===== src/design/ttss_pkg.sv =====
// Shared types, sizes and codes of the tick task scheduler table.
package ttss_pkg;

	localparam int SLOTS = 8;
	localparam int IDX_W = (SLOTS > 1) ? $clog2(SLOTS) : 1;
	localparam int CNT_W = $clog2(SLOTS + 1);

	localparam logic [1:0] MODE_TICK     = 2'd0;
	localparam logic [1:0] MODE_ADD      = 2'd1;
	localparam logic [1:0] MODE_REMOVE   = 2'd2;
	localparam logic [1:0] MODE_DISPATCH = 2'd3;

	localparam logic [1:0] ST_OK        = 2'd0;
	localparam logic [1:0] ST_FULL      = 2'd1;
	localparam logic [1:0] ST_INVALID   = 2'd2;
	localparam logic [1:0] ST_PREVENTED = 2'd3;

	typedef struct packed {
		logic        valid;
		logic [7:0]  tag;
		logic [15:0] delay;
		logic [15:0] period;
		logic        run;
	} slot_t;

	typedef struct packed {
		logic [1:0]       mode;
		logic             guard;
		logic [IDX_W-1:0] idx;
		logic [3:0]       rslot;
		logic             add_pending;
		logic [7:0]       tag;
		logic [15:0]      delay;
		logic [15:0]      period;
	} head_ctl_t;

	typedef struct packed {
		logic       emit;
		logic       took_add;
		logic       rm_hit;
		logic [1:0] rm_status;
		logic       rm_dec;
	} head_res_t;

endpackage


===== src/design/tick_task_scheduler_table.sv =====
// Tick task scheduler table: SLOTS task slots held in a ring of cells. Every request
// (tick, add, remove, dispatch) rotates the ring once, one slot per cycle through the
// update logic at its head unless a dispatch stalls it, and then presents its result
// from a final state: s_tready drops at acceptance and returns only once the request is
// finished, so no new request is taken before the last one is through, whatever the
// mode. Dispatch sends one result per flagged slot while the ring turns and stalls the
// rotation whenever the output register is still occupied; a tick, add or remove, or a
// dispatch with no flagged slot, whose result finds the output register occupied waits
// in the same way before it frees the input. Slot contents change only through the
// head of the ring. Only one request is in flight at a time; a result waiting in the
// output register does not block acceptance of the next request. Results of tick, add
// and remove appear after the full rotation; task_count always shows the occupancy
// after the whole request, since dispatch works out its one-shot removals at acceptance.
// prevent_flagged_removal resets to 1 and is written through cfg_wen / cfg_wdata; the
// user must write it only while the block is idle, which the block does not enforce.
// No clearing pass follows reset.
module tick_task_scheduler_table (
	input  logic        clk,
	input  logic        arst_n,
	input  logic        cfg_wen,
	input  logic        cfg_wdata,   // prevent_flagged_removal
	input  logic        s_tvalid,
	output logic        s_tready,
	input  logic [47:0] s_tdata,     // task_tag[7:0], start_delay[23:8], repeat_period[39:24],
	                                 // slot_to_remove[43:40], zero[47:44]
	input  logic [1:0]  s_tuser,     // mode[1:0]
	output logic        m_tvalid,
	input  logic        m_tready,
	output logic [23:0] m_tdata,     // status[1:0], slot[5:2], fired_tag[13:6],
	                                 // task_count[17:14], zero[23:18]
	output logic        m_tuser,     // fired
	output logic        m_tlast      // last result of the request
);

	localparam int SLOTS = ttss_pkg::SLOTS;
	localparam int IDX_W = ttss_pkg::IDX_W;
	localparam int CNT_W = ttss_pkg::CNT_W;

	localparam logic [1:0] S_IDLE = 2'd0;
	localparam logic [1:0] S_RUN  = 2'd1;
	localparam logic [1:0] S_FIN  = 2'd2;

	// Control state
	logic [1:0]       state_q;
	logic [IDX_W-1:0] idx_q;
	logic [CNT_W-1:0] count_q;
	logic             guard_q;
	logic             add_pending_q;
	logic             any_fired_q;
	logic [IDX_W-1:0] last_idx_q;

	// Request and result holding
	logic [1:0]       mode_q;
	logic [7:0]       tag_q;
	logic [15:0]      delay_q;
	logic [15:0]      period_q;
	logic [3:0]       rslot_q;
	logic [1:0]       status_q;
	logic [3:0]       slot_res_q;

	// Output register
	logic             out_valid_q;
	logic [1:0]       out_status_q;
	logic [3:0]       out_slot_q;
	logic [7:0]       out_tag_q;
	logic             out_fired_q;
	logic [3:0]       out_count_q;
	logic             out_last_q;

	ttss_pkg::slot_t     cell_q [SLOTS];
	ttss_pkg::slot_t     head_out;
	ttss_pkg::head_ctl_t head_ctl;
	ttss_pkg::head_res_t head_res;

	logic             in_acc;
	logic             out_free;
	logic             advance;
	logic             full;
	logic [CNT_W-1:0] disp_rm;
	logic             disp_any;
	logic [IDX_W-1:0] disp_last;

	assign s_tready = (state_q == S_IDLE);
	assign in_acc   = s_tvalid && s_tready;
	assign out_free = !out_valid_q || m_tready;
	assign full     = (count_q >= CNT_W'(SLOTS));
	// Stall the ring while a dispatch result cannot be placed in the output register
	assign advance  = (state_q == S_RUN) && (!head_res.emit || out_free);

	// Ring of slot cells: cell 0 feeds the head, the head refills the last cell
	for (genvar k = 0; k < SLOTS; k++) begin : g_cell
		if (k == SLOTS - 1) begin : g_tail
			ttss_cell u_cell (
				.clk      (clk),
				.arst_n   (arst_n),
				.shift    (advance),
				.slot_in  (head_out),
				.slot_out (cell_q[k])
			);
		end else begin : g_mid
			ttss_cell u_cell (
				.clk      (clk),
				.arst_n   (arst_n),
				.shift    (advance),
				.slot_in  (cell_q[k+1]),
				.slot_out (cell_q[k])
			);
		end
	end

	always_comb begin
		head_ctl.mode        = mode_q;
		head_ctl.guard       = guard_q;
		head_ctl.idx         = idx_q;
		head_ctl.rslot       = rslot_q;
		head_ctl.add_pending = add_pending_q;
		head_ctl.tag         = tag_q;
		head_ctl.delay       = delay_q;
		head_ctl.period      = period_q;
	end

	ttss_head u_head (
		.ctl      (head_ctl),
		.slot_in  (cell_q[0]),
		.slot_out (head_out),
		.res      (head_res)
	);

	// At rest every slot sits in its own cell: count one-shot removals and find the
	// highest flagged slot, so dispatch knows its final count and its last result
	always_comb begin
		disp_rm   = '0;
		disp_any  = 1'b0;
		disp_last = '0;
		for (int k = 0; k < SLOTS; k++) begin
			if (cell_q[k].valid && cell_q[k].run) begin
				disp_any  = 1'b1;
				disp_last = IDX_W'(k);
				if (cell_q[k].period == 16'd0) begin
					disp_rm = disp_rm + CNT_W'(1);
				end
			end
		end
	end

	// Sequencer
	always_ff @(posedge clk or negedge arst_n) begin
		if (!arst_n) begin
			state_q       <= S_IDLE;
			idx_q         <= '0;
			count_q       <= '0;
			guard_q       <= 1'b1;
			add_pending_q <= 1'b0;
			any_fired_q   <= 1'b0;
			last_idx_q    <= '0;
			mode_q        <= ttss_pkg::MODE_TICK;
			status_q      <= ttss_pkg::ST_OK;
			slot_res_q    <= '0;
		end else begin
			if (cfg_wen) begin
				guard_q <= cfg_wdata;
			end
			unique case (state_q)
				S_IDLE: begin
					if (in_acc) begin
						mode_q        <= s_tuser;
						idx_q         <= '0;
						slot_res_q    <= '0;
						add_pending_q <= (s_tuser == ttss_pkg::MODE_ADD) && !full;
						any_fired_q   <= disp_any;
						last_idx_q    <= disp_last;
						if (s_tuser == ttss_pkg::MODE_REMOVE) begin
							status_q <= ttss_pkg::ST_INVALID;
						end else if (s_tuser == ttss_pkg::MODE_ADD && full) begin
							status_q <= ttss_pkg::ST_FULL;
						end else begin
							status_q <= ttss_pkg::ST_OK;
						end
						if (s_tuser == ttss_pkg::MODE_DISPATCH) begin
							count_q <= count_q - disp_rm;
						end
						state_q <= S_RUN;
					end
				end
				S_RUN: begin
					if (advance) begin
						idx_q <= idx_q + IDX_W'(1);
						if (head_res.took_add) begin
							slot_res_q    <= 4'(idx_q);
							add_pending_q <= 1'b0;
							count_q       <= count_q + CNT_W'(1);
						end
						if (head_res.rm_hit) begin
							status_q <= head_res.rm_status;
						end
						if (head_res.rm_dec) begin
							count_q <= count_q - CNT_W'(1);
						end
						if (idx_q == IDX_W'(SLOTS - 1)) begin
							state_q <= S_FIN;
						end
					end
				end
				S_FIN: begin
					// Dispatch that fired has already sent all its results
					if ((mode_q == ttss_pkg::MODE_DISPATCH && any_fired_q) || out_free) begin
						state_q <= S_IDLE;
					end
				end
				default: begin
					state_q <= S_IDLE;
				end
			endcase
		end
	end

	// Input payload registers
	always_ff @(posedge clk) begin
		if (in_acc) begin
			tag_q    <= s_tdata[7:0];
			delay_q  <= s_tdata[23:8];
			period_q <= s_tdata[39:24];
			rslot_q  <= s_tdata[43:40];
		end
	end

	// Output register: hold the result until the downstream side takes it
	logic load_disp;
	logic load_fin;

	assign load_disp = advance && head_res.emit;
	assign load_fin  = (state_q == S_FIN) && out_free &&
	                   !(mode_q == ttss_pkg::MODE_DISPATCH && any_fired_q);

	always_ff @(posedge clk or negedge arst_n) begin
		if (!arst_n) begin
			out_valid_q <= 1'b0;
		end else if (load_disp || load_fin) begin
			out_valid_q <= 1'b1;
		end else if (m_tready) begin
			out_valid_q <= 1'b0;
		end
	end

	always_ff @(posedge clk) begin
		if (load_disp) begin
			out_status_q <= ttss_pkg::ST_OK;
			out_slot_q   <= 4'(idx_q);
			out_tag_q    <= cell_q[0].tag;
			out_fired_q  <= 1'b1;
			out_count_q  <= 4'(count_q);
			out_last_q   <= (idx_q == last_idx_q);
		end else if (load_fin) begin
			out_status_q <= status_q;
			out_slot_q   <= slot_res_q;
			out_tag_q    <= 8'd0;
			out_fired_q  <= 1'b0;
			out_count_q  <= 4'(count_q);
			out_last_q   <= 1'b1;
		end
	end

	assign m_tvalid = out_valid_q;
	assign m_tdata  = {6'd0, out_count_q, out_tag_q, out_slot_q, out_status_q};
	assign m_tuser  = out_fired_q;
	assign m_tlast  = out_last_q;

	// Checks
	a_count_range: assert property (@(posedge clk) disable iff (!arst_n)
		count_q <= CNT_W'(SLOTS))
		else $error("occupancy count beyond slot count");

	a_stall_holds: assert property (@(posedge clk) disable iff (!arst_n)
		(state_q == S_RUN && !advance) |=> $stable(idx_q))
		else $error("ring position moved during a stall");

	a_fired_ok: assert property (@(posedge clk) disable iff (!arst_n)
		(out_valid_q && out_fired_q) |-> (out_status_q == ttss_pkg::ST_OK))
		else $error("dispatched task result with non-success status");

	a_add_counts: assert property (@(posedge clk) disable iff (!arst_n)
		(advance && head_res.took_add) |=> (count_q == $past(count_q) + CNT_W'(1)))
		else $error("add did not raise the occupancy count");

endmodule


===== src/design/ttss_cell.sv =====
// One slot cell of the rotating ring: holds a slot and passes it on when the ring advances.
module ttss_cell (
	input  logic            clk,
	input  logic            arst_n,
	input  logic            shift,
	input  ttss_pkg::slot_t slot_in,
	output ttss_pkg::slot_t slot_out
);

	ttss_pkg::slot_t slot_q;

	always_ff @(posedge clk or negedge arst_n) begin
		if (!arst_n) begin
			slot_q <= '0;
		end else if (shift) begin
			slot_q <= slot_in;
		end
	end

	assign slot_out = slot_q;

endmodule


===== src/design/ttss_head.sv =====
// Update logic at the head of the ring: applies the current request to one slot.
module ttss_head (
	input  ttss_pkg::head_ctl_t ctl,
	input  ttss_pkg::slot_t     slot_in,
	output ttss_pkg::slot_t     slot_out,
	output ttss_pkg::head_res_t res
);

	logic [15:0] dly;

	always_comb begin
		slot_out = slot_in;
		res      = '0;
		dly      = slot_in.delay;
		unique case (ctl.mode)
			ttss_pkg::MODE_TICK: begin
				if (slot_in.valid) begin
					if (slot_in.delay == 16'd0) begin
						slot_out.run = 1'b1;
						if (slot_in.period != 16'd0) begin
							dly = slot_in.period;
						end
					end
					slot_out.delay = dly - 16'd1;
				end
			end
			ttss_pkg::MODE_ADD: begin
				if (ctl.add_pending && !slot_in.valid) begin
					slot_out.valid  = 1'b1;
					slot_out.tag    = ctl.tag;
					slot_out.delay  = ctl.delay;
					slot_out.period = ctl.period;
					slot_out.run    = (ctl.delay == 16'd0);
					res.took_add    = 1'b1;
				end
			end
			ttss_pkg::MODE_REMOVE: begin
				if (4'(ctl.idx) == ctl.rslot) begin
					res.rm_hit = 1'b1;
					if (!slot_in.valid) begin
						res.rm_status = ttss_pkg::ST_INVALID;
					end else if (slot_in.run && ctl.guard) begin
						slot_out.period = 16'd0;
						res.rm_status   = ttss_pkg::ST_PREVENTED;
					end else begin
						slot_out      = '0;
						res.rm_status = ttss_pkg::ST_OK;
						res.rm_dec    = 1'b1;
					end
				end
			end
			ttss_pkg::MODE_DISPATCH: begin
				if (slot_in.valid && slot_in.run) begin
					res.emit     = 1'b1;
					slot_out.run = 1'b0;
					if (slot_in.period == 16'd0) begin
						slot_out = '0;
					end
				end
			end
		endcase
	end

endmodule

===== config.mk =====
export PLATFORM = sky130hd
export DESIGN_NAME = tick_task_scheduler_table
export DESIGN_NICKNAME = d
export VERILOG_FILES = /design/src/design/ttss_pkg.sv /design/src/design/tick_task_scheduler_table.sv /design/src/design/ttss_cell.sv /design/src/design/ttss_head.sv
export SDC_FILE = /design/constraint.sdc
export NUM_CORES = 1
export LEC_CHECK = 0
export BUFFER_PORTS_ARGS = -buffer_cell sky130_fd_sc_hd__buf_2
export CAP_MARGIN = 10
export CORE_MARGIN = 1.5
export CORE_UTILIZATION = 24
export DETAILED_ROUTE_END_ITERATION = 10
export SETUP_SLACK_MARGIN = 0.4
export SLEW_MARGIN = 20
export SYNTH_ARGS = -nofsm -noshare
export SYNTH_HDL_FRONTEND = slang
export SYNTH_SLANG_ARGS = --single-unit

===== constraint.sdc =====
create_clock -name clk -period 10.7 [get_ports clk]
set_clock_uncertainty 0.15 [all_clocks]
set_input_delay 1.07 -clock clk [delete_from_list [all_inputs] [get_ports clk]]
set_output_delay 1.07 -clock clk [all_outputs]
set_load 0.05 [all_outputs]

==> impl_metrics.json <==
{
  "status": "complete, no violations",
  "avgSynthCellArea_um2": 9.209,
  "hold_path_depth": 1,
  "fin_setup_tns_ps": 0,
  "clockBufferDepth": 3,
  "routabilityCongestion": 0.8467,
  "min_from": "m_tuser",
  "fmax_mhz": 135.0,
  "synthFlopType": "dfrtp_1",
  "wl_um": 41810,
  "final_cells": 3004,
  "antenna_found_initial": 6,
  "grt_pass1_vias": 12504,
  "drive_gt1_frac": 0.09833,
  "port_buffers": 72,
  "insertion_delay_ps": 570,
  "fill_cells": 7812,
  "synth_edf_count": 60,
  "rrSetupSlack_ps": 3290,
  "synthArstFlopShare": 0.8507,
  "r2r_end": "count_q[3]",
  "ant_nets": 0,
  "fin_crit_sh": 0.6924,
  "grtUsageMet2": 0.1677,
  "slowest_delay_ps": 560,
  "ys_top_cells_by_count": "nand2_1 (962), dfrtp_1 (358), clkbuf_1 (91)",
  "r2r-start": "g_cell[0].g_mid.u_cell.slot_out[5]",
  "drtIter0Drc": 1083,
  "syn_area_um2": 18030,
  "dp_cells": 2920,
  "path_class": "reg -> reg",
  "worstHoldPathType": "reg -> reg",
  "rsz0062_at_grt": "false",
  "grt_overflow_total": 0,
  "ir_drop_mv": 0.1909,
  "reg2reg_depth": 30,
  "clock_sinks": 422,
  "ys_seq_area_frac": 0.6016,
  "die_w_um": 277.1,
  "synth_most_common_cell": "nand2_1",
  "grt_start_max_net_pins": 195,
  "grt_pass1_wl_um": 68940,
  "firstDrtPassIters": 5,
  "start_util": 0.2422,
  "ys_seq_elements": 422,
  "cts_root_buffer": "clkbuf_16",
  "hold-path-endpoint": "m_tuser",
  "setup_viol": 0,
  "cts_hold_buf": 0,
  "yosysTopAreaCellShare": 0.4968,
  "ys_warn_count": 0,
  "p_total_uw": 6366,
  "drt-vias-per-instance": 4.353,
  "cts_resized": 0,
  "layout.nets": 2067,
  "wl_per_cell_um": 13.92,
  "fp.dieArea_um2": 76780,
  "cpMostUsedCell": "ha_1",
  "drc": 0,
  "slew_viol_final": 0,
  "ioPinCount": 84,
  "cts_setup_buffers": 0,
  "drv_cap": 0,
  "start_kind": "register",
  "use_met1": 0.1564,
  "hold_viol": 0,
  "numCtsBuffers": 45,
  "power_density_nw_per_um2": 304.5,
  "finalCriticalPeriod_ps": 7408,
  "area_growth_pct": 15.94,
  "coreArea_um2": 74450,
  "yosys-top-cells-area": "dfrtp_1 (50%), nand2_1 (20%), edfxtp_1 (10%)",
  "path_max_fanout": 7,
  "grt-busiest-layer": "met2",
  "grt_use_met3": 0.02177,
  "worstMarginPinSlew_ps": 1002,
  "htree_num_levels": 2,
  "post-route-util": 0.2808,
  "num_rows": 100,
  "crit_required_ps": 11000,
  "synth_cell_types": 76,
  "syn_inst": 1958,
  "relSlewSlack": 0.3296,
  "cts_tree": "done",
  "yosysTopAreaCell": "dfrtp_1",
  "vias": 13077,
  "die_y_um": 277.1,
  "clk_pin_slew_ps": 60,
  "crit_path_end_kind": "register",
  "worst_path_max_delay_cell": "or4_4",
  "dp_hpwl_um": 26880,
  "crit_arrival_ps": 7710,
  "grt.total_usage": 0.1098,
  "p_leak_uw": 0.01025
}
[power by group]
part / switching, µW / total, µW / internal (µW)
combinational: 1410 / 2080 / 667
clock: 642 / 1600 / 954
sequential: 459 / 2690 / 2230
[worst max-delay path by stage]
stage,depth (start not counted),slack [ps],to,from
floorplan,30,3990,count_q[3],g_cell[0].g_mid.u_cell.slot_out[7]
global placement,30,3380,count_q[3],g_cell[0].g_mid.u_cell.slot_out[5]
detailed placement,30,3300,count_q[3],g_cell[0].g_mid.u_cell.slot_out[6]
CTS,30,3270,count_q[3],g_cell[0].g_mid.u_cell.slot_out[5]
global route,30,2740,count_q[3],g_cell[0].g_mid.u_cell.slot_out[5]
finish,30,3290,count_q[3],g_cell[0].g_mid.u_cell.slot_out[5]
[cells in the final DEF (no fill, tap or decap), types with 8 or more instances in the layout]
| cell | Yosys | routed |
|---|---|---|
| a21oi_1 | 18 | 18 |
| a221oi_1 | 30 | 30 |
| and2_1 | 18 | 16 |
| and3_1 | 9 | 8 |
| buf_2 | 1 | 71 |
| buf_4 | 7 | 14 |
| clkbuf_1 | 91 | 9 |
| clkbuf_16 | 0 | 47 |
| clkinv_2 | 0 | 11 |
| dfrtp_1 | 358 | 358 |
| edfxtp_1 | 60 | 60 |
| ha_1 | 12 | 12 |
| inv_1 | 10 | 10 |
| mux2_2 | 9 | 9 |
| nand2_1 | 962 | 961 |
| nand2b_1 | 11 | 11 |
| nand3_1 | 27 | 27 |
| nor2_1 | 86 | 85 |
| nor3_1 | 8 | 8 |
| nor4_1 | 32 | 32 |
| o21ai_0 | 54 | 53 |
| xnor2_1 | 11 | 11 |
| xor2_1 | 11 | 11 |
[layout make-up]
type,count,area (µm²),area share
Tap cell,969,1212,0.05800
Inverter,11,46.29,0.002215
Timing Repair Buffer,88,506.7,0.02424
Clock inverter,19,207.7,0.009935
Antenna cell,1,2.502,0.0001197
Clock buffer,64,1314,0.06284
Multi-Input combinational cell,1430,6769,0.3238
Sequential cell,422,10850,0.5189
[registers in the layout, indices dropped and copies added (netlist names), 2 cells and up]
name                           count
out_tag_q                          8
delay_q                           16
state_q                            2
idx_q                              3
status_q                           2
mode_q                             2
tag_q                              8
rslot_q                            4
g_cell.g_tail.u_cell.slot_out     42
out_status_q                       2
count_q                            4
period_q                          16
slot_res_q                         3
g_cell.g_mid.u_cell.slot_out     294
out_slot_q                         3
out_count_q                        4
last_idx_q                         3
[per-stage QoR]
step	setup slack, ps	hold WS (ps)	cell area (µm²)
floorplan	3986	288.6	18050
global placement	3377	281.1	19370
detailed placement	3299	289.7	19370
CTS	3267	303.3	20900
global route	2736	311.8	20900
finish	3292	301.8	20910
[worst max-delay path: cells and delay by family (launching register included)]
family	cells	cell delay, ps
buffers and inverters	3	210
and+or+nand+nor	10	2430
DFF	1	470
muxes	1	270
AOI/OAI and AO/OA	7	1720
adders and majority gates	5	1440
xor gates and xnor gates	4	610
[kinds of logic after synthesis]
group                    count (synthesis)  share of synthesized area
AND/OR/NAND/NOR                       1198                     0.2716
adder cells (fa/ha/maj)                 13                   0.009437
AO/OA/AOI/OAI                          173                    0.06821
other                                    1                  0.0002080
buffers and inverters                  112                    0.02512
multiplexers                            13                   0.007841
XOR/XNOR                                26                    0.01603
flip-flops                             422                     0.6016
[metal layers]
layer	up-vias	wire length, µm	part of all wire
met5	-	34	0.00081
met4	6	915	0.022
met3	68	1749	0.042
met2	221	18770	0.45
met1	6283	20340	0.49
li1	6499	-	-
No activity file was read; power rests on OpenSTA's default activity.
